File: config.mk
export PLATFORM = sky130hd
export DESIGN_NAME = netpbm_pfm_y4m_header_parser_flat
export DESIGN_NICKNAME = d
export VERILOG_FILES = /design/src/design/nph_pkg.sv /design/src/design/nph_if.sv /design/src/design/nph_front.sv /design/src/design/nph_back.sv /design/src/design/netpbm_pfm_y4m_header_parser.sv /design/src/flat_wrapper.sv
export SDC_FILE = /design/constraint.sdc
export NUM_CORES = 1
export LEC_CHECK = 0
export ABC_AREA = 1
export BUFFER_PORTS_ARGS = -buffer_cell sky130_fd_sc_hd__buf_2
export CAP_MARGIN = 10
export CORE_MARGIN = 3
export CORE_UTILIZATION = 50
export DETAILED_ROUTE_END_ITERATION = 8
export GPL_TIMING_DRIVEN = 0
export PLACE_DENSITY_LB_ADDON = 0.25
export SLEW_MARGIN = 20
export SYNTH_ARGS = -nofsm -noshare
export SYNTH_HDL_FRONTEND = slang
export SYNTH_SLANG_ARGS = --single-unit
File: constraint.sdc
create_clock -name clk_i -period 5.4 [get_ports clk_i]
set_input_delay 1.08 -clock clk_i [delete_from_list [all_inputs] [get_ports clk_i]]
set_output_delay 1.08 -clock clk_i [all_outputs]
set_load 0.02 [all_outputs]
File: src/design/nph_pkg.sv
// ----------------------------------------------------------------------------
// nph_pkg
// Shared types, codes and constant tables of the image header parser.
// ----------------------------------------------------------------------------
package nph_pkg;

  parameter int unsigned DIM_BITS_DEF = 32;
  parameter int unsigned QDEPTH = 2;
  localparam int unsigned QPTR_W = (QDEPTH > 1) ? $clog2(QDEPTH) : 1;
  localparam int unsigned QCNT_W = $clog2(QDEPTH + 1);

  typedef enum logic [4:0] {
    PH_IDLE, PH_START, PH_TYPE, PH_YMAGIC, PH_PSEP_REQ, PH_PSEP, PH_PCMT,
    PH_PNUM, PH_FWS1, PH_FDIG0, PH_FNUM, PH_FSIGN, PH_FINT, PH_FFRAC,
    PH_YTAG, PH_YFIELD, PH_YDIG0, PH_YNUM, PH_YI, PH_YC, PH_YSKIP,
    PH_YFRAME, PH_YFLINE
  } phase_e;

  typedef enum logic [2:0] {
    ST_OK, ST_MAGIC, ST_SYNTAX, ST_EARLY, ST_MAXVAL, ST_OVF, ST_Y4M
  } status_e;

  localparam logic [2:0] FMT_PBM = 3'd0;
  localparam logic [2:0] FMT_PGM = 3'd1;
  localparam logic [2:0] FMT_PPM = 3'd2;
  localparam logic [2:0] FMT_PFC = 3'd3;
  localparam logic [2:0] FMT_PFG = 3'd4;
  localparam logic [2:0] FMT_Y4M = 3'd5;

  localparam logic [1:0] CH_NONE = 2'd0;
  localparam logic [1:0] CH_444  = 2'd1;
  localparam logic [1:0] CH_422  = 2'd2;
  localparam logic [1:0] CH_420  = 2'd3;

  localparam logic [7:0] CH_LF = 8'h0A;

  typedef struct packed {
    logic [7:0] data;
    logic       first;
    logic       last;
    logic       is_ws;
    logic       is_lb;
    logic       is_digit;
    logic [3:0] digit;
  } item_t;

  typedef struct packed {
    status_e     status;
    logic [2:0]  format;
    logic [31:0] width;
    logic [31:0] height;
    logic [5:0]  sample_bits;
    logic        gray;
    logic [1:0]  chroma_mode;
    logic        msb_first;
    logic        float_samples;
    logic [15:0] header_length;
  } res_t;

  function automatic logic [7:0] y4m_char(input logic [3:0] idx);
    logic [7:0] c;
    unique case (idx)
      4'd0: c = "Y";
      4'd1: c = "U";
      4'd2: c = "V";
      4'd3: c = "4";
      4'd4: c = "M";
      4'd5: c = "P";
      4'd6: c = "E";
      4'd7: c = "G";
      4'd8: c = "2";
      default: c = 8'h00;
    endcase
    return c;
  endfunction

  function automatic logic [7:0] frame_char(input logic [3:0] idx);
    logic [7:0] c;
    unique case (idx)
      4'd0: c = "F";
      4'd1: c = "R";
      4'd2: c = "A";
      4'd3: c = "M";
      4'd4: c = "E";
      default: c = 8'h00;
    endcase
    return c;
  endfunction

endpackage

File: src/design/nph_if.sv
// ----------------------------------------------------------------------------
// nph_if
// Byte input channel and result output channel of the header parser.
// ----------------------------------------------------------------------------
interface nph_in_if;
  logic       valid;
  logic       ready;
  logic [7:0] data_byte;
  logic       first;
  logic       last;
  modport source(output valid, data_byte, first, last, input ready);
  modport sink(input valid, data_byte, first, last, output ready);
endinterface

interface nph_out_if;
  logic        valid;
  logic        ready;
  logic [2:0]  status;
  logic [2:0]  format;
  logic [31:0] width;
  logic [31:0] height;
  logic [5:0]  sample_bits;
  logic        gray;
  logic [1:0]  chroma_mode;
  logic        msb_first;
  logic        float_samples;
  logic [15:0] header_length;
  modport source(output valid, status, format, width, height, sample_bits, gray,
                 chroma_mode, msb_first, float_samples, header_length,
                 input ready);
  modport sink(input valid, status, format, width, height, sample_bits, gray,
               chroma_mode, msb_first, float_samples, header_length,
               output ready);
endinterface

File: src/design/nph_front.sv
// ----------------------------------------------------------------------------
// nph_front
// Accepts bytes, classifies them and queues them for the parser.
// ----------------------------------------------------------------------------
module nph_front (
  input  logic            clk_i,
  input  logic            rst_ni,
  nph_in_if.sink          in_i,
  output logic            q_valid_o,
  input  logic            q_ready_i,
  output nph_pkg::item_t  q_item_o
);

  nph_pkg::item_t                     mem_q [nph_pkg::QDEPTH];
  logic [nph_pkg::QPTR_W-1:0]         wptr_q, rptr_q;
  logic [nph_pkg::QCNT_W-1:0]         cnt_q;
  nph_pkg::item_t                     cls;
  logic                               push, pop;

  always_comb begin
    cls.data     = in_i.data_byte;
    cls.first    = in_i.first;
    cls.last     = in_i.last;
    cls.is_lb    = (in_i.data_byte == 8'h0D) || (in_i.data_byte == 8'h0A);
    cls.is_ws    = cls.is_lb || (in_i.data_byte == 8'h20) || (in_i.data_byte == 8'h09);
    cls.is_digit = (in_i.data_byte >= 8'h30) && (in_i.data_byte <= 8'h39);
    cls.digit    = in_i.data_byte[3:0];
  end

  assign in_i.ready = (cnt_q != nph_pkg::QCNT_W'(nph_pkg::QDEPTH));
  assign q_valid_o  = (cnt_q != '0);
  assign q_item_o   = mem_q[rptr_q];
  assign push       = in_i.valid && in_i.ready;
  assign pop        = q_valid_o && q_ready_i;

  always_ff @(posedge clk_i) begin
    if (push) begin
      mem_q[wptr_q] <= cls;
    end
  end

  always_ff @(posedge clk_i or negedge rst_ni) begin
    if (!rst_ni) begin
      wptr_q <= '0;
      rptr_q <= '0;
      cnt_q  <= '0;
    end else begin
      if (push) begin
        wptr_q <= (wptr_q == nph_pkg::QPTR_W'(nph_pkg::QDEPTH - 1)) ? '0 : wptr_q + 1'b1;
      end
      if (pop) begin
        rptr_q <= (rptr_q == nph_pkg::QPTR_W'(nph_pkg::QDEPTH - 1)) ? '0 : rptr_q + 1'b1;
      end
      if (push && !pop) begin
        cnt_q <= cnt_q + 1'b1;
      end else if (pop && !push) begin
        cnt_q <= cnt_q - 1'b1;
      end
    end
  end

endmodule

File: src/design/nph_back.sv
// ----------------------------------------------------------------------------
// nph_back
// Header FSM and result register; one byte per cycle while no result is held.
// ----------------------------------------------------------------------------
module nph_back #(
  parameter int unsigned DIM_BITS = nph_pkg::DIM_BITS_DEF
) (
  input  logic            clk_i,
  input  logic            rst_ni,
  input  logic            q_valid_i,
  output logic            q_ready_o,
  input  nph_pkg::item_t  q_item_i,
  nph_out_if.source       out_o
);

  nph_pkg::phase_e       phase_q, phase_d;
  logic [DIM_BITS-1:0]   acc_q, acc_d, width_q, width_d, height_q, height_d;
  logic                  ovf_q, ovf_d, sneg_q, sneg_d, snz_q, snz_d;
  logic [2:0]            fmt_q, fmt_d;
  logic [5:0]            bits_q, bits_d;
  logic [1:0]            chroma_q, chroma_d, cch_q, cch_d;
  logic [3:0]            midx_q, midx_d;
  logic [15:0]           cnt_q, cnt_d;
  logic                  ovalid_q;
  nph_pkg::res_t         res_q, res_d;

  logic [DIM_BITS+3:0]   mac;
  logic                  mac_big, max_bad_q, max_bad_d;
  logic [15:0]           mv1;
  logic [5:0]            enc;
  logic [63:0]           w_ext, h_ext;
  logic                  take, done, do_sep, sep_req, do_tag;
  nph_pkg::status_e      st;
  nph_pkg::phase_e       ph;
  logic [7:0]            c;

  assign c         = q_item_i.data;
  assign q_ready_o = !ovalid_q || out_o.ready;
  assign take      = q_valid_i && q_ready_o;

  assign mac     = ({4'b0, acc_q} << 3) + ({4'b0, acc_q} << 1) + (DIM_BITS + 4)'(q_item_i.digit);
  assign mac_big = (mac[DIM_BITS+3:DIM_BITS] != 4'd0);

  assign max_bad_q = ovf_q || (acc_q < DIM_BITS'(2)) || (acc_q > DIM_BITS'(65535));
  assign max_bad_d = ovf_d || (acc_d < DIM_BITS'(2)) || (acc_d > DIM_BITS'(65535));
  assign mv1       = acc_q[15:0] - 16'd1;

  always_comb begin
    enc = 6'd0;
    for (int i = 0; i < 16; i++) begin
      if (mv1[i]) enc = 6'(i + 1);
    end
  end

  assign w_ext = 64'(width_d);
  assign h_ext = 64'(height_d);

  always_comb begin
    phase_d  = phase_q;
    acc_d    = acc_q;
    ovf_d    = ovf_q;
    fmt_d    = fmt_q;
    width_d  = width_q;
    height_d = height_q;
    bits_d   = bits_q;
    chroma_d = chroma_q;
    sneg_d   = sneg_q;
    snz_d    = snz_q;
    midx_d   = midx_q;
    cch_d    = cch_q;
    cnt_d    = cnt_q;
    done     = 1'b0;
    st       = nph_pkg::ST_OK;
    do_sep   = 1'b0;
    sep_req  = 1'b0;
    do_tag   = 1'b0;
    if (q_item_i.first) begin
      acc_d = '0; ovf_d = 1'b0; fmt_d = '0; width_d = '0; height_d = '0;
      bits_d = '0; chroma_d = '0; sneg_d = 1'b0; snz_d = 1'b0;
      midx_d = '0; cch_d = '0; cnt_d = '0;
      phase_d = nph_pkg::PH_START;
    end
    ph = phase_d;
    if (ph != nph_pkg::PH_IDLE) begin
      if (cnt_d != 16'hFFFF) cnt_d = cnt_d + 16'd1;
      unique case (ph)
        nph_pkg::PH_START: begin
          if (c == "P") phase_d = nph_pkg::PH_TYPE;
          else if (c == "Y") begin phase_d = nph_pkg::PH_YMAGIC; midx_d = 4'd1; end
          else begin done = 1'b1; st = nph_pkg::ST_MAGIC; end
        end
        nph_pkg::PH_TYPE: begin
          midx_d = 4'd0;
          if (c == "4" || c == "5" || c == "6") begin
            fmt_d = 3'(c - 8'h34); phase_d = nph_pkg::PH_PSEP_REQ;
          end else if (c == "F" || c == "f") begin
            fmt_d = (c == "F") ? nph_pkg::FMT_PFC : nph_pkg::FMT_PFG;
            phase_d = nph_pkg::PH_FWS1;
          end else begin done = 1'b1; st = nph_pkg::ST_MAGIC; end
        end
        nph_pkg::PH_YMAGIC: begin
          if (midx_q > 4'd8 || c != nph_pkg::y4m_char(midx_q)) begin
            done = 1'b1; st = nph_pkg::ST_MAGIC;
          end else begin
            midx_d = midx_q + 4'd1;
            if (midx_d == 4'd9) begin
              fmt_d = nph_pkg::FMT_Y4M; chroma_d = nph_pkg::CH_420;
              width_d = '0; height_d = '0; phase_d = nph_pkg::PH_YTAG;
            end
          end
        end
        nph_pkg::PH_PSEP_REQ: begin do_sep = 1'b1; sep_req = 1'b1; end
        nph_pkg::PH_PSEP: do_sep = 1'b1;
        nph_pkg::PH_PCMT: if (q_item_i.is_lb) phase_d = nph_pkg::PH_PSEP;
        nph_pkg::PH_PNUM: begin
          if (q_item_i.is_digit) begin
            if (!ovf_q) begin
              if (mac_big) ovf_d = 1'b1;
              else acc_d = mac[DIM_BITS-1:0];
            end
          end else if (midx_q == 4'd0) begin
            if (ovf_q) begin done = 1'b1; st = nph_pkg::ST_OVF; end
            else begin width_d = acc_q; midx_d = 4'd1; do_sep = 1'b1; sep_req = 1'b1; end
          end else if (midx_q == 4'd1) begin
            if (ovf_q) begin done = 1'b1; st = nph_pkg::ST_OVF; end
            else begin
              height_d = acc_q;
              if (fmt_q == nph_pkg::FMT_PBM) begin
                done = 1'b1;
                st = q_item_i.is_ws ? nph_pkg::ST_OK : nph_pkg::ST_SYNTAX;
              end else begin midx_d = 4'd2; do_sep = 1'b1; sep_req = 1'b1; end
            end
          end else begin
            done = 1'b1;
            if (max_bad_q) st = nph_pkg::ST_MAXVAL;
            else begin
              bits_d = enc;
              st = q_item_i.is_ws ? nph_pkg::ST_OK : nph_pkg::ST_SYNTAX;
            end
          end
        end
        nph_pkg::PH_FWS1: begin
          if (!q_item_i.is_ws) begin done = 1'b1; st = nph_pkg::ST_SYNTAX; end
          else begin phase_d = nph_pkg::PH_FDIG0; midx_d = 4'd0; end
        end
        nph_pkg::PH_FDIG0, nph_pkg::PH_YDIG0: begin
          if (!q_item_i.is_digit) begin done = 1'b1; st = nph_pkg::ST_SYNTAX; end
          else begin
            acc_d = DIM_BITS'(q_item_i.digit); ovf_d = 1'b0;
            phase_d = (ph == nph_pkg::PH_FDIG0) ? nph_pkg::PH_FNUM : nph_pkg::PH_YNUM;
          end
        end
        nph_pkg::PH_FNUM: begin
          if (q_item_i.is_digit) begin
            if (!ovf_q) begin
              if (mac_big) ovf_d = 1'b1;
              else acc_d = mac[DIM_BITS-1:0];
            end
          end else if (ovf_q) begin done = 1'b1; st = nph_pkg::ST_OVF; end
          else if (midx_q == 4'd0) begin
            width_d = acc_q;
            if (c != " " && c != nph_pkg::CH_LF) begin done = 1'b1; st = nph_pkg::ST_SYNTAX; end
            else begin midx_d = 4'd1; phase_d = nph_pkg::PH_FDIG0; end
          end else begin
            height_d = acc_q;
            if (!q_item_i.is_ws) begin done = 1'b1; st = nph_pkg::ST_SYNTAX; end
            else phase_d = nph_pkg::PH_FSIGN;
          end
        end
        nph_pkg::PH_FSIGN: begin
          if (c == "-") begin sneg_d = 1'b1; phase_d = nph_pkg::PH_FINT; end
          else if (q_item_i.is_digit) begin
            if (c != "0") snz_d = 1'b1;
            phase_d = nph_pkg::PH_FINT;
          end else if (c == "+") phase_d = nph_pkg::PH_FINT;
          else begin done = 1'b1; st = nph_pkg::ST_SYNTAX; end
        end
        nph_pkg::PH_FINT, nph_pkg::PH_FFRAC: begin
          if (q_item_i.is_digit) begin
            if (c != "0") snz_d = 1'b1;
          end else if (c == "." && ph == nph_pkg::PH_FINT) phase_d = nph_pkg::PH_FFRAC;
          else begin
            done = 1'b1;
            st = q_item_i.is_ws ? nph_pkg::ST_OK : nph_pkg::ST_SYNTAX;
          end
        end
        nph_pkg::PH_YTAG: do_tag = 1'b1;
        nph_pkg::PH_YFIELD: begin
          if (c == "W" || c == "H") begin
            midx_d = (c == "H") ? 4'd1 : 4'd0; phase_d = nph_pkg::PH_YDIG0;
          end else if (c == "I") phase_d = nph_pkg::PH_YI;
          else if (c == "C") begin cch_d = 2'd0; phase_d = nph_pkg::PH_YC; end
          else if (c == "F" || c == "A" || c == "X") phase_d = nph_pkg::PH_YSKIP;
          else begin done = 1'b1; st = nph_pkg::ST_SYNTAX; end
        end
        nph_pkg::PH_YNUM: begin
          if (q_item_i.is_digit) begin
            if (!ovf_q) begin
              if (mac_big) ovf_d = 1'b1;
              else acc_d = mac[DIM_BITS-1:0];
            end
          end else if (ovf_q) begin done = 1'b1; st = nph_pkg::ST_OVF; end
          else begin
            if (midx_q == 4'd0) width_d = acc_q;
            else height_d = acc_q;
            do_tag = 1'b1;
          end
        end
        nph_pkg::PH_YI: begin
          if (c != "p") begin done = 1'b1; st = nph_pkg::ST_Y4M; end
          else phase_d = nph_pkg::PH_YTAG;
        end
        nph_pkg::PH_YC: begin
          unique case (cch_q)
            2'd0: begin
              if (c != "4") begin done = 1'b1; st = nph_pkg::ST_Y4M; end
              else cch_d = 2'd1;
            end
            2'd1: begin
              if (c == "4") cch_d = 2'd2;
              else if (c == "2") cch_d = 2'd3;
              else begin done = 1'b1; st = nph_pkg::ST_Y4M; end
            end
            2'd2: begin
              if (c != "4") begin done = 1'b1; st = nph_pkg::ST_Y4M; end
              else begin chroma_d = nph_pkg::CH_444; phase_d = nph_pkg::PH_YSKIP; end
            end
            default: begin
              if (c == "2") begin chroma_d = nph_pkg::CH_422; phase_d = nph_pkg::PH_YSKIP; end
              else if (c == "0") begin
                chroma_d = nph_pkg::CH_420; phase_d = nph_pkg::PH_YSKIP;
              end else begin done = 1'b1; st = nph_pkg::ST_Y4M; end
            end
          endcase
        end
        nph_pkg::PH_YSKIP: if (c == " " || c == nph_pkg::CH_LF) do_tag = 1'b1;
        nph_pkg::PH_YFRAME: begin
          if (midx_q > 4'd4 || c != nph_pkg::frame_char(midx_q)) begin
            done = 1'b1; st = nph_pkg::ST_SYNTAX;
          end else begin
            midx_d = midx_q + 4'd1;
            if (midx_d == 4'd5) phase_d = nph_pkg::PH_YFLINE;
          end
        end
        nph_pkg::PH_YFLINE: if (c == nph_pkg::CH_LF) done = 1'b1;
        default: ;
      endcase
      if (do_sep) begin
        if (q_item_i.is_ws) phase_d = nph_pkg::PH_PSEP;
        else if (c == "#") phase_d = nph_pkg::PH_PCMT;
        else if (q_item_i.is_digit && !sep_req) begin
          acc_d = DIM_BITS'(q_item_i.digit); ovf_d = 1'b0; phase_d = nph_pkg::PH_PNUM;
        end else begin done = 1'b1; st = nph_pkg::ST_SYNTAX; end
      end
      if (do_tag) begin
        if (c == nph_pkg::CH_LF) begin phase_d = nph_pkg::PH_YFRAME; midx_d = 4'd0; end
        else if (c == " ") phase_d = nph_pkg::PH_YFIELD;
        else phase_d = nph_pkg::PH_YTAG;
      end
      if (!done && q_item_i.last) begin
        done = 1'b1;
        if (phase_d == nph_pkg::PH_PNUM) begin
          if (midx_d >= 4'd2) st = max_bad_d ? nph_pkg::ST_MAXVAL : nph_pkg::ST_EARLY;
          else st = ovf_d ? nph_pkg::ST_OVF : nph_pkg::ST_EARLY;
        end else if ((phase_d == nph_pkg::PH_FNUM || phase_d == nph_pkg::PH_YNUM) && ovf_d) begin
          st = nph_pkg::ST_OVF;
        end else st = nph_pkg::ST_EARLY;
      end
      if (done) phase_d = nph_pkg::PH_IDLE;
    end
  end

  always_comb begin
    res_d               = '0;
    res_d.status        = st;
    res_d.format        = fmt_d;
    res_d.header_length = cnt_d;
    if (st == nph_pkg::ST_OK) begin
      res_d.width  = w_ext[31:0];
      res_d.height = h_ext[31:0];
      if (fmt_d == nph_pkg::FMT_PBM) res_d.sample_bits = 6'd1;
      else if (fmt_d <= nph_pkg::FMT_PPM) res_d.sample_bits = bits_d;
      else if (fmt_d <= nph_pkg::FMT_PFG) res_d.sample_bits = 6'd32;
      else res_d.sample_bits = 6'd8;
      res_d.gray = (fmt_d == nph_pkg::FMT_PBM) || (fmt_d == nph_pkg::FMT_PGM) ||
                   (fmt_d == nph_pkg::FMT_PFG);
      res_d.chroma_mode = (fmt_d == nph_pkg::FMT_Y4M) ? chroma_d : nph_pkg::CH_NONE;
      if (fmt_d <= nph_pkg::FMT_PPM) res_d.msb_first = 1'b1;
      else if (fmt_d <= nph_pkg::FMT_PFG) res_d.msb_first = !(sneg_d && snz_d);
      else res_d.msb_first = 1'b0;
      res_d.float_samples = (fmt_d == nph_pkg::FMT_PFC) || (fmt_d == nph_pkg::FMT_PFG);
    end
  end

  always_ff @(posedge clk_i) begin
    if (take && done) begin
      res_q <= res_d;
    end
  end

  always_ff @(posedge clk_i or negedge rst_ni) begin
    if (!rst_ni) begin
      phase_q  <= nph_pkg::PH_IDLE;
      acc_q    <= '0;
      ovf_q    <= 1'b0;
      fmt_q    <= '0;
      width_q  <= '0;
      height_q <= '0;
      bits_q   <= '0;
      chroma_q <= '0;
      sneg_q   <= 1'b0;
      snz_q    <= 1'b0;
      midx_q   <= '0;
      cch_q    <= '0;
      cnt_q    <= '0;
      ovalid_q <= 1'b0;
    end else begin
      if (take) begin
        phase_q  <= phase_d;
        acc_q    <= acc_d;
        ovf_q    <= ovf_d;
        fmt_q    <= fmt_d;
        width_q  <= width_d;
        height_q <= height_d;
        bits_q   <= bits_d;
        chroma_q <= chroma_d;
        sneg_q   <= sneg_d;
        snz_q    <= snz_d;
        midx_q   <= midx_d;
        cch_q    <= cch_d;
        cnt_q    <= cnt_d;
      end
      if (take && done) ovalid_q <= 1'b1;
      else if (out_o.ready) ovalid_q <= 1'b0;
    end
  end

  assign out_o.valid         = ovalid_q;
  assign out_o.status        = res_q.status;
  assign out_o.format        = res_q.format;
  assign out_o.width         = res_q.width;
  assign out_o.height        = res_q.height;
  assign out_o.sample_bits   = res_q.sample_bits;
  assign out_o.gray          = res_q.gray;
  assign out_o.chroma_mode   = res_q.chroma_mode;
  assign out_o.msb_first     = res_q.msb_first;
  assign out_o.float_samples = res_q.float_samples;
  assign out_o.header_length = res_q.header_length;

endmodule

File: src/design/netpbm_pfm_y4m_header_parser.sv
// ----------------------------------------------------------------------------
// netpbm_pfm_y4m_header_parser
// PBM/PGM/PPM, PFM and YUV4MPEG2 header recognizer, one byte per transaction.
// ----------------------------------------------------------------------------
// Throughput: one byte per cycle while the result register is free or being read, set by the single-step parser FSM.
// Path: the byte that ends the header passes through the 2-entry byte queue and
//   then the result register; a result held in that register stalls the queue.
// Reset: asynchronous; queue empty, parser idle until a byte with first set.
module netpbm_pfm_y4m_header_parser #(
  parameter int unsigned DIM_BITS = nph_pkg::DIM_BITS_DEF
) (
  input  logic       clk_i,
  input  logic       rst_ni,
  nph_in_if.sink     in_i,
  nph_out_if.source  out_o
);

  logic            q_valid, q_ready;
  nph_pkg::item_t  q_item;

  nph_front u_front (
    .clk_i     (clk_i),
    .rst_ni    (rst_ni),
    .in_i      (in_i),
    .q_valid_o (q_valid),
    .q_ready_i (q_ready),
    .q_item_o  (q_item)
  );

  nph_back #(.DIM_BITS(DIM_BITS)) u_back (
    .clk_i     (clk_i),
    .rst_ni    (rst_ni),
    .q_valid_i (q_valid),
    .q_ready_o (q_ready),
    .q_item_i  (q_item),
    .out_o     (out_o)
  );

  a_err_zero: assert property (@(posedge clk_i) disable iff (!rst_ni)
    out_o.valid && (out_o.status != 3'(nph_pkg::ST_OK)) |->
      (out_o.width == 32'd0) && (out_o.height == 32'd0) && (out_o.sample_bits == 6'd0))
    else $error("error result carries image fields");

  a_pbm_ok: assert property (@(posedge clk_i) disable iff (!rst_ni)
    out_o.valid && (out_o.status == 3'(nph_pkg::ST_OK)) &&
      (out_o.format == nph_pkg::FMT_PBM) |->
      (out_o.sample_bits == 6'd1) && out_o.gray && out_o.msb_first)
    else $error("pbm result fields inconsistent");

  a_no_drop: assert property (@(posedge clk_i) disable iff (!rst_ni)
    q_valid && q_ready |-> !out_o.valid || out_o.ready)
    else $error("byte consumed while result stalled");

endmodule

File: src/flat_wrapper.sv
// flat-port wrapper written by rule: the top's interface ports become plain ports
module netpbm_pfm_y4m_header_parser_flat 
#(
  parameter int unsigned DIM_BITS = nph_pkg::DIM_BITS_DEF
)
  (clk_i, rst_ni, in_i_valid, in_i_data_byte, in_i_first, in_i_last, in_i_ready, out_o_valid, out_o_status, out_o_format, out_o_width, out_o_height, out_o_sample_bits, out_o_gray, out_o_chroma_mode, out_o_msb_first, out_o_float_samples, out_o_header_length, out_o_ready);
  nph_in_if in_i_i ();
  nph_out_if out_o_i ();
  input  logic clk_i;
  input  logic rst_ni;
  input wire logic [$bits(in_i_i.valid)-1:0] in_i_valid;
  input wire logic [$bits(in_i_i.data_byte)-1:0] in_i_data_byte;
  input wire logic [$bits(in_i_i.first)-1:0] in_i_first;
  input wire logic [$bits(in_i_i.last)-1:0] in_i_last;
  output wire logic [$bits(in_i_i.ready)-1:0] in_i_ready;
  output wire logic [$bits(out_o_i.valid)-1:0] out_o_valid;
  output wire logic [$bits(out_o_i.status)-1:0] out_o_status;
  output wire logic [$bits(out_o_i.format)-1:0] out_o_format;
  output wire logic [$bits(out_o_i.width)-1:0] out_o_width;
  output wire logic [$bits(out_o_i.height)-1:0] out_o_height;
  output wire logic [$bits(out_o_i.sample_bits)-1:0] out_o_sample_bits;
  output wire logic [$bits(out_o_i.gray)-1:0] out_o_gray;
  output wire logic [$bits(out_o_i.chroma_mode)-1:0] out_o_chroma_mode;
  output wire logic [$bits(out_o_i.msb_first)-1:0] out_o_msb_first;
  output wire logic [$bits(out_o_i.float_samples)-1:0] out_o_float_samples;
  output wire logic [$bits(out_o_i.header_length)-1:0] out_o_header_length;
  input wire logic [$bits(out_o_i.ready)-1:0] out_o_ready;
  assign in_i_i.valid = in_i_valid;
  assign in_i_i.data_byte = in_i_data_byte;
  assign in_i_i.first = in_i_first;
  assign in_i_i.last = in_i_last;
  assign in_i_ready = in_i_i.ready;
  assign out_o_valid = out_o_i.valid;
  assign out_o_status = out_o_i.status;
  assign out_o_format = out_o_i.format;
  assign out_o_width = out_o_i.width;
  assign out_o_height = out_o_i.height;
  assign out_o_sample_bits = out_o_i.sample_bits;
  assign out_o_gray = out_o_i.gray;
  assign out_o_chroma_mode = out_o_i.chroma_mode;
  assign out_o_msb_first = out_o_i.msb_first;
  assign out_o_float_samples = out_o_i.float_samples;
  assign out_o_header_length = out_o_i.header_length;
  assign out_o_i.ready = out_o_ready;
  netpbm_pfm_y4m_header_parser #(.DIM_BITS(DIM_BITS)) u_core (.clk_i(clk_i), .rst_ni(rst_ni), .in_i(in_i_i), .out_o(out_o_i));
endmodule
### Word-level counts from Yosys, hierarchy flattened

Memories as Yosys holds them, arrays and structs flattened.
Index checks and enable logic that the tools add are counted.
Widths: inputs -> output; s select.

* bits in registers: 239
* RAM bits: 34
* bits in read-only memories: 112
* memories kept: 2

* $add $sub $neg: 10
* $lt $le $gt $ge: 11
* equality and inequality tests: 71
* muxes and demuxes: 300
* bitwise gates (word level): 1
* reduce and logical (&&, ||, !) cells: 58

Memories
* (no name shown): words 16, width 7, rd ports 1, clocked after Yosys merged registers in 0, wr ports 0, line nph_pkg.sv:62 `unique case (idx)`
* u_core.u_front.mem_q: words 2, width 17, rd ports 1, clocked after Yosys merged registers in 0, wr ports 1, line nph_front.sv:14 `nph_pkg::item_t mem_q [nph_pkg::QDEPTH];`

Operators by type and width (number)
* $mux 32: 31
* $mux 5: 40
* $pmux 32 s3: 2
* $mux 6: 21
* $mux 3: 37
* $mux 1: 91
* $eq 8x6->1 const B: 11
* $mux 4: 21
* $eq 8x7->1 const B: 10
* $pmux 5 s13: 1
* $gt 32x16->1 const B: 2
* $lt 32x2->1 const B: 2
* $pmux 32 s2: 1
* $mux 2: 31
* $mux 16: 3
* $eq 5x4->1 const B: 9
* $pmux 3 s14: 1
* $eq 5x5->1 const B: 8
* $add 35x33->36: 1
* $add 36x4->36: 1
* $pmux 7 s5: 1
* $eq 8x4->1 const B: 4
* $mux 8: 4
* $pmux 4 s8: 1
* other kinds (51): 117

### Longest topological paths before layout

Gate-level depths: netlist (run 1).

* word-level depth: 26
* depth in mapped cells: 41
* gate-level depth less buffers: 38

### Hierarchy

Synthesis (run 1) repeated with hierarchy kept, for this count alone.

* cells, all modules: 2759
* area, all modules: 19268.5 um^2

Modules (own cells, without submodules)
* nph_back: times used 1, cells each 2633, area an instance 17936.0 um^2, seq. area each 6366.1 um^2
* nph_front: times used 1, cells each 126, area an instance 1332.5 um^2, seq. area each 880.8 um^2

### Worst setup path after synthesis (run 1)

No wires, ideal clock.

* kind: register to register
* start: register u_core.u_front.rptr_q
* end: register u_core.u_back.res_q (netlist bit u_core.u_back.out_o.height[26]) (data pin)
* setup time: 0.259 ns
* arrival time: 4.621 ns
* required time: 5.141 ns
* path slack: 0.520 ns
* cell stages (with the launch flop): 37
* period minus slack after synthesis: 4.880 ns
* cell sequence: dfrtp_1 inv_2 buf_4 nand2_1 nand2_1 inv_1 fa_1 fa_1 inv_1 nand2_1 nand2_1 nand3_1 nand2_1 nand2_1 nand2_1 nand2_1 nand3_1 nand2_1 nor2_1 nand3_2 nand2_1 nand2_2 buf_6 nand2_1 nand2_1 a21oi_1 nand2_1 nor2_1 nand3_1 nor2_1 nand3_1 nand4_1 nand3_1 nand2_2 buf_6 buf_8 nor2_2

* cells in the longest elaborated chain, start to end: 23
* elaborated cells between the ends (all ways): 275
* classes of those cells: add/sub (1); order compare (3); eq/ne (52); mux (191); reduce/logical (27); memory (1)

RTL lines
* from (decl): line nph_front.sv:15 `logic [nph_pkg::QPTR_W-1:0] wptr_q, rptr_q;`
* from (signal assigned): line nph_front.sv:52 `rptr_q <= (rptr_q == nph_pkg::QPTR_W'(nph_pkg::QDEPTH - 1)) ? '0 : rptr_q + 1'b1;`
* $mem_v2 2x17 *
* parallel branches: the longest is 22 deep, another holds $add 36x4->36
* to (signal assigned): line nph_back.sv:297 `res_q <= res_d;`
* to (decl): line nph_back.sv:25 `nph_pkg::res_t res_q, res_d;`

Mark *: on every way between the ends. The select of a mux whose other input is x is not followed.
A chain may end at the register's enable or synchronous reset.

### Final worst setup path (run 1)

* start: register u_core.u_front.rptr_q
* end: register u_core.u_back.res_q (netlist bit u_core.u_back.out_o.width[24]) (data pin)

Same word-level chain as after synthesis.

==> metrics.md, run 1 <==
| Metric | Value |
|---|---|
| Share of cells above drive strength 1 | 13.6% |
| # IOs | 113 |
| PortBufs | 112 |
| Die height | 198 µm |
| Worst setup path category | reg -> reg |
| Worst Setup EP | u_core.u_back.out_o.width[24] |
| Worst setup EP type | register |
| Period minus WS final | 5180 ps |
| Main flop type after synthesis | dfrtp_1 |
| Clock latency on the worst-skew pair | 580 ps |
| Final setup viols | 0 |
| Final Hold Vio Count | 0 |
| Synth-to-Final Area Change | 15.9% |
| YS warnings | 0 |
| Worst stage delay on the critical path | 500 ps |
| Setup Skew | 16.8 ps |
| Die footprint | 39200 µm² |
| Clock Sinks | 265 |
| Number of global-route vias before repair | 18100 |
| Reg2Reg Depth | 37 |
| Drt drc | 0 |
| Sequential area share after synthesis | 39.3% |
| Seq cells post-synth | 265 |
| Final #Nets | 2844 |
| Routed WL | 67.7 mm |
| Cts bufs inserted | 29 |
| Gate Count Post-Synth | 2568 |
| Pleak | 9.93 nW |
| Inserted Diodes | 0 |
| Fmax | 193 MHz |
| Internal reg-to-reg setup slack | 220 ps |
| Max-slew violations | 0 |
| Synth cell count leaders | nand2_1, nor2_1, inv_1 |
| Dpl cell area | 19700 µm² |
| Largest net degree at the start of global routing | 86 |
| Top cell type's share of synthesized area | 20.0% |
| Setup TNS | 0 ps |
| Initial DRC Count | 2029 |
| Status | complete, no violations |
| RR Endpoint | u_core.u_back.out_o.width[24] |
| Post-route cell area | 21400 µm² |
| DRT Pass-1 Iters | 6 |
| Critical Path Start | u_core.u_front.rptr_q |
| Final Util | 59.3% |
| First-pass GRT wire length | 102 mm |
| Pwr Density | 581 nW/µm² |
| Synth Cell Area | 18400 µm² |
| H-tree levels | 1 |
| Most instantiated library cell after synthesis | nand2_1 |
| Ys async rst share | 53.6% |
| Routed WL per cell | 20.9 µm |
| Die W | 198 µm |
| Clock root buffer | clkbuf_16 |
| CTS tree | done |
| Via count | 19000 |
| Initial antenna violation count | 0 |
| Rel. slew slack | 36.2% |
| CTS Hold Buffers Added | 0 |
| Clock transition at path regs | 70 ps |
| Synth area leaders | edfxtp_1, dfrtp_1, nand2_1, nor2_1, inv_1 |
| Antenna-violating nets left | 0 |
| Worst hold path class | in -> async |
| CP required | 5830 ps |
| RePlAce Congestion | 1.08 |
| Avg Inst Size Synth | 7.18 µm² |
| Fin crit share | 96.0% |
| Syn Nets | 2658 |
| Yosys cell types | 58 |
| GR Overflow Total | 0 |
| Setup crit start kind | register |
| Starting Density | 51.2% |
| Minimum hold slack | 449 ps |
| Synth area leader | edfxtp_1 |
| Crit path max fanout | 7 |
| Core box area | 36000 µm² |
| CP most frequent cell | nand2_1 |
| Gr usage total | 33.8% |
| Worst IR drop on VDD | 0.573 mV |
| Slew @ Worst Pin | 956 ps |
| CP Data Arrival Time | 5610 ps |
| Placed wire-length estimate | 52.1 mm |
| Post-synth EDFFs | 123 |
| Reg2Reg Launch Point | u_core.u_front.rptr_q |
| Row count | 69 |
| Max Cap Viol | 0 |
| Slowest CP cell | fa_2 |
| Clk buf depth | 3 |
| Via density | 5.87 |
[how the worst min path moves through the flow]
stage | from | end | slack, ps | cells past startpoint
final | rst_ni | u_core.u_back.acc_q[27] | 450 | 1
after CTS | rst_ni | u_core.u_back.acc_q[1] | 440 | 1
after detailed placement | u_core.u_back.bits_q[5] | u_core.u_back.bits_q[5] | 470 | 2
after global placement | u_core.u_back.bits_q[3] | u_core.u_back.bits_q[3] | 460 | 2
after floorplan | u_core.u_back.bits_q[0] | u_core.u_back.bits_q[0] | 450 | 2
after global routing | rst_ni | u_core.u_back.acc_q[11] | 480 | 1
[metal layers]
metal,global-route usage [%],up-vias,wire (µm)
li1,-,8883,-
met1,43.5,8997,26900
met5,0,-,0
met4,19.6,0,4560
met3,4.87,228,5380
met2,54.6,905,30800
[stage by stage]
step | power, mW | worst slack [ps] | instances
after floorplan | 7.34 | 520 | 2568
after CTS | 11.7 | 6.90 | 3210
after detailed placement | 9.57 | -1420 | 3143
after global routing | 13.1 | -32.6 | 3238
final | 12.4 | 219 | 3238
after global placement | 9.49 | -1400 | 3141
[flip-flops by register name (all words and copies together) (netlist names), 2 cells and up]
register,flops
u_core.u_back.out_o.header_length,16
u_core.u_back.fmt_q,3
u_core.u_back.midx_q,4
u_core.u_back.phase_q,5
u_core.u_back.out_o.sample_bits,6
u_core.u_back.out_o.height,32
u_core.u_back.acc_q,32
u_core.u_back.out_o.width,32
u_core.u_back.out_o.chroma_mode,2
u_core.u_back.out_o.status,3
u_core.u_back.bits_q,6
u_core.u_back.cnt_q,16
u_core.u_front.cnt_q,2
u_core.u_back.width_q,32
u_core.u_back.cch_q,2
u_core.u_back.chroma_q,2
u_core.u_back.out_o.format,3
u_core.u_back.height_q,32
u_core.u_front.mem_q,26
[power breakdown]
| part | switching [mW] | total (mW) | internal [mW] |
|---|---|---|---|
| Sequential | 0.284 | 3.20 | 2.91 |
| Clock | 0.838 | 1.96 | 1.13 |
| Combinational | 5.14 | 7.26 | 2.11 |
[logic make-up after synthesis]
family / synth area share (%)
flops: 39.3
compound gates: 14.8
fa+ha+maj: 5.24
buf+inv: 9.02
xor+xnor: 2.71
mux: 0.0543
simple gates: 28.9
[area by class of cell]
| class | count | area [µm²] |
|---|---|---|
| flip-flops and latches | 265 | 7250 |
| clock buffers | 40 | 797 |
| repair buffers | 157 | 1000 |
| clock inverters | 14 | 131 |
| fillers | 3373 | 14600 |
| well taps | 461 | 577 |
| plain buffers | 89 | 484 |
| inverters | 324 | 1230 |
| multi-input cells | 1888 | 9890 |
[layout by cell type, fill, tap and decap left out, types with 5 or more instances in the layout]
cell / count
o22ai_1: 17
a31oi_1: 62
o21bai_1: 8
nand3_2: 10
inv_1: 299
edfxtp_1: 123
clkbuf_16: 32
xor2_1: 34
a21oi_2: 13
o211ai_1: 36
nor2_2: 33
or2_2: 5
clkbuf_1: 62
buf_2: 121
nand3_1: 82
ha_1: 70
buf_1: 6
nor2_4: 14
a211oi_1: 6
inv_2: 18
nor3_1: 77
nand2_2: 23
nand2_1: 635
nor4_1: 11
clkinvlp_4: 5
nand4_1: 31
xnor2_1: 23
clkinv_1: 5
a21oi_1: 111
nand2_4: 6
buf_6: 6
o21ai_0: 187
nor2_1: 335
buf_4: 48
dfrtp_1: 140
[what timing repair did]
item / in CTS / in global routing
setup buffers: 14 / 26
resized for setup: 35 / 79
endpoints found under the hold margin: 0 / 0
endpoints found under the setup margin: 100 / 82
cloned: 0 / 3
pin swaps: 12 / 29
[worst max-delay path: cells and delay by family, from the launching register on]
family	cells	cell delay (ps)
AND/OR/NAND/NOR	26	2500
adder cells (fa/ha/maj)	2	880
buffers and inverters	7	870
flip-flops	1	410
AO/OA/AOI/OAI	2	380
Note: power is estimated with default switching activity, not from simulation.
==> run 2, diff against run 1 <==
--- a/config.mk
+++ b/config.mk
@@ -11,7 +11,7 @@
 export CORE_MARGIN = 3
 export CORE_UTILIZATION = 50
 export DETAILED_ROUTE_END_ITERATION = 8
-export GPL_TIMING_DRIVEN = 0
+export GPL_TIMING_DRIVEN = 1
 export PLACE_DENSITY_LB_ADDON = 0.25
 export SLEW_MARGIN = 20
 export SYNTH_ARGS = -nofsm -noshare
==> constraint.sdc (replaced) <==
create_clock -name clk_i -period 5.4 [get_ports clk_i]
set_input_delay 1.08 -clock clk_i [delete_from_list [all_inputs] [get_ports clk_i]]
set_output_delay 1.08 -clock clk_i [all_outputs]
set_load 0.01 [all_outputs]
==> run 2 against run 1 <==
  * Combinational power down 17%
  * Largest power group unchanged
  * Cell area shrank 3.1%
  * Core utilization fell by 1.9 points
  * Power is 9.2% lower
  * Clock power up 5%
  * Via count down 3.8%
  * Clock skew is 3.8 ps lower
  * Critical path type unchanged
  * Final cell count decreased by 2.3%
  * First-iteration DRC count is 15% lower
  * Flip-flop and latch count is the same
  * Sequential power hardly changed
  * Sequential share of layout area increased by 1.1 points
==> metrics.md, run 2 (synthesis gave the netlist of run 1 again) <==
| Metric | Value |
|---|---|
| Setup Skew | 12.9 ps (-3.84 ps) |
| Core box area | 36000 µm² (unchanged) |
| Period minus WS final | 5030 ps (-149 ps) |
| Clk buf depth | 3 (unchanged) |
| CP most frequent cell | nand2_1 |
| Gr usage total | 30.3% (-3.5 points) |
| Routed WL | 61.2 mm (-9.6%) |
| Row count | 69 (unchanged) |
| CTS tree | done |
| WP buf/inv | 6 (-1) |
| Die W | 198 µm (unchanged) |
| Pleak | 9.72 nW (-2.0%) |
| Via count | 18300 (-3.8%) |
| DRT Pass-1 Iters | 6 (unchanged) |
| Placed wire-length estimate | 46.2 mm (-11%) |
| Final Util | 57.5% (-1.9 points) |
| Setup crit start kind | register |
| H-tree levels | 1 (unchanged) |
| Rel. slew slack | 29.3% (-7.0 points) |
| Worst IR drop on VDD | 0.374 mV (-35%) |
| Fin crit share | 93.2% (-2.8 points) |
| Initial antenna violation count | 0 (unchanged) |
| Largest net degree at the start of global routing | 108 (+26%) |
| Placed cells | 3107 (-1.1%) |
| Final Hold Vio Count | 0 (unchanged) |
| Critical Path Start | u_core.u_front.rptr_q |
| Crit path max-delay family | simple AND/OR/NAND/NOR gates |
| Slowest CP cell | fa_2 |
| Max-slew violations | 0 (unchanged) |
| Overall power | 11.3 mW (-9.2%) |
| GR Overflow Total | 0 (unchanged) |
| Number of global-route vias before repair | 17200 (-5.1%) |
| Final #Nets | 2769 (-2.6%) |
| Drt drc | 0 (unchanged) |
| Worst setup path category | reg -> reg |
| CP Data Arrival Time | 5350 ps (-260 ps) |
| Synth-to-Final Area Change | 12.2% |
| Clock Sinks | 265 (unchanged) |
| Clock root buffer | clkbuf_16 |
| Worst stage delay on the critical path | 570 ps (+70 ps) |
| Reg2Reg Launch Point | u_core.u_front.rptr_q |
| Crit path max fanout | 29 (+22) |
| Via density | 5.78 (-1.5%) |
| Fmax | 199 MHz (+3.0%) |
| Antenna-violating nets left | 0 (unchanged) |
| # IOs | 113 (unchanged) |
| Clock latency on the worst-skew pair | 570 ps (about the same) |
| CP required | 5710 ps (-120 ps) |
| Final setup viols | 0 (unchanged) |
| Minimum hold slack | 461 ps (+11.9 ps) |
| Inserted Diodes | 0 (unchanged) |
| Pwr Density | 545 nW/µm² (-6.2%) |
| Starting Density | 51.2% (unchanged) |
| Worst setup EP type | register |
| Die height | 198 µm (unchanged) |
| Max Cap Viol | 0 (unchanged) |
| Non-filler instance count after layout | 3163 (-2.3%) |
| Worst hold path class | in -> async |
| Commonest non-fill, non-tap cell in the layout | nand2_1 |
| PortBufs | 112 (unchanged) |
| CTS Hold Buffers Added | 0 (unchanged) |
| First-pass GRT wire length | 93.7 mm (-8.3%) |
| RePlAce Congestion | 0.974 (-9.7%) |
| Most frequent cells in the layout | nand2_1, nor2_1, inv_1 |
| Die footprint | 39200 µm² (unchanged) |
| Clock transition at path regs | 60 ps (about the same) |
| Initial DRC Count | 1729 (-15%) |
| Routed WL per cell | 19.4 µm (-7.4%) |
| Cts bufs inserted | 29 (unchanged) |
| Slew @ Worst Pin | 1060 ps (+103 ps) |
| Share of cells above drive strength 1 | 11.6% (-2.0 points) |
| Status | complete, no violations |
run 2: cell types whose count changed in the layout (fill, tap and decap cells not counted), moves of 6 or more:
cell / previous run / this run
clkbuf_1: 62 / 4
nand2_1: 635 / 656
nand2_2: 23 / 7
a21oi_1: 111 / 121
a21oi_2: 13 / 3
buf_2: 121 / 111
nand3_1: 82 / 92
buf_4: 48 / 56
nand3_2: 10 / 3
nor2_1: 335 / 342
buf_1: 6 / 0
run 2: path summary, 6_finish.rpt:
| path | slack (ps) | end | depth (start not counted) |
|---|---|---|---|
| setup reg to reg | 370 | u_core.u_back.out_o.height[14] | 33 |
| min in group clk_i | 490 | u_core.u_back.height_q[19] | 2 |
| hold reg to reg | 490 | u_core.u_back.height_q[19] | 2 |
| setup / recovery | 370 | u_core.u_back.out_o.height[14] | 33 |
| max in group asynchronous | 3900 | u_core.u_back.width_q[19] | 2 |
| hold / removal | 460 | u_core.u_back.acc_q[23] | 1 |
run 2: report_power, final:
part	internal, mW	switching [mW]
sequential	2.92	0.296
clock	1.21	0.851
combinational	1.71	4.30
run 2: metal layers:
layer | vias up | GRT usage, % | wire (µm)
li1 | 8725 | - | -
met1 | 8562 | 37.8 | 24000
met2 | 814 | 52.0 | 29700
met3 | 185 | 3.73 | 3910
met4 | 0 | 15.0 | 3570
met5 | - | 0 | 0
run 2: stage by stage:
stage	instance area [µm²]	worst slack, ps	setup TNS [ps]
after detailed placement	19600	135	0
after floorplan	18400	520	0
after global placement	19600	288	0
final	20700	368	0
after CTS	20600	98.5	0
after global routing	20700	-6.45	-6.64
run 2: layout make-up:
cell class,instances,area [µm²]
multi-input cells,1888,9600
clock inverters,16,184
repair buffers,171,1050
fillers,3429,15300
clock buffers,38,810
inverters,324,1220
well taps,461,577
flip-flops and latches,265,7250
run 2: timing repair:
item | 4_1_cts | 5_1_grt
setup buffers | 0 | 1
endpoints found under the setup margin | 0 | 76
gates resized for setup | 0 | 16
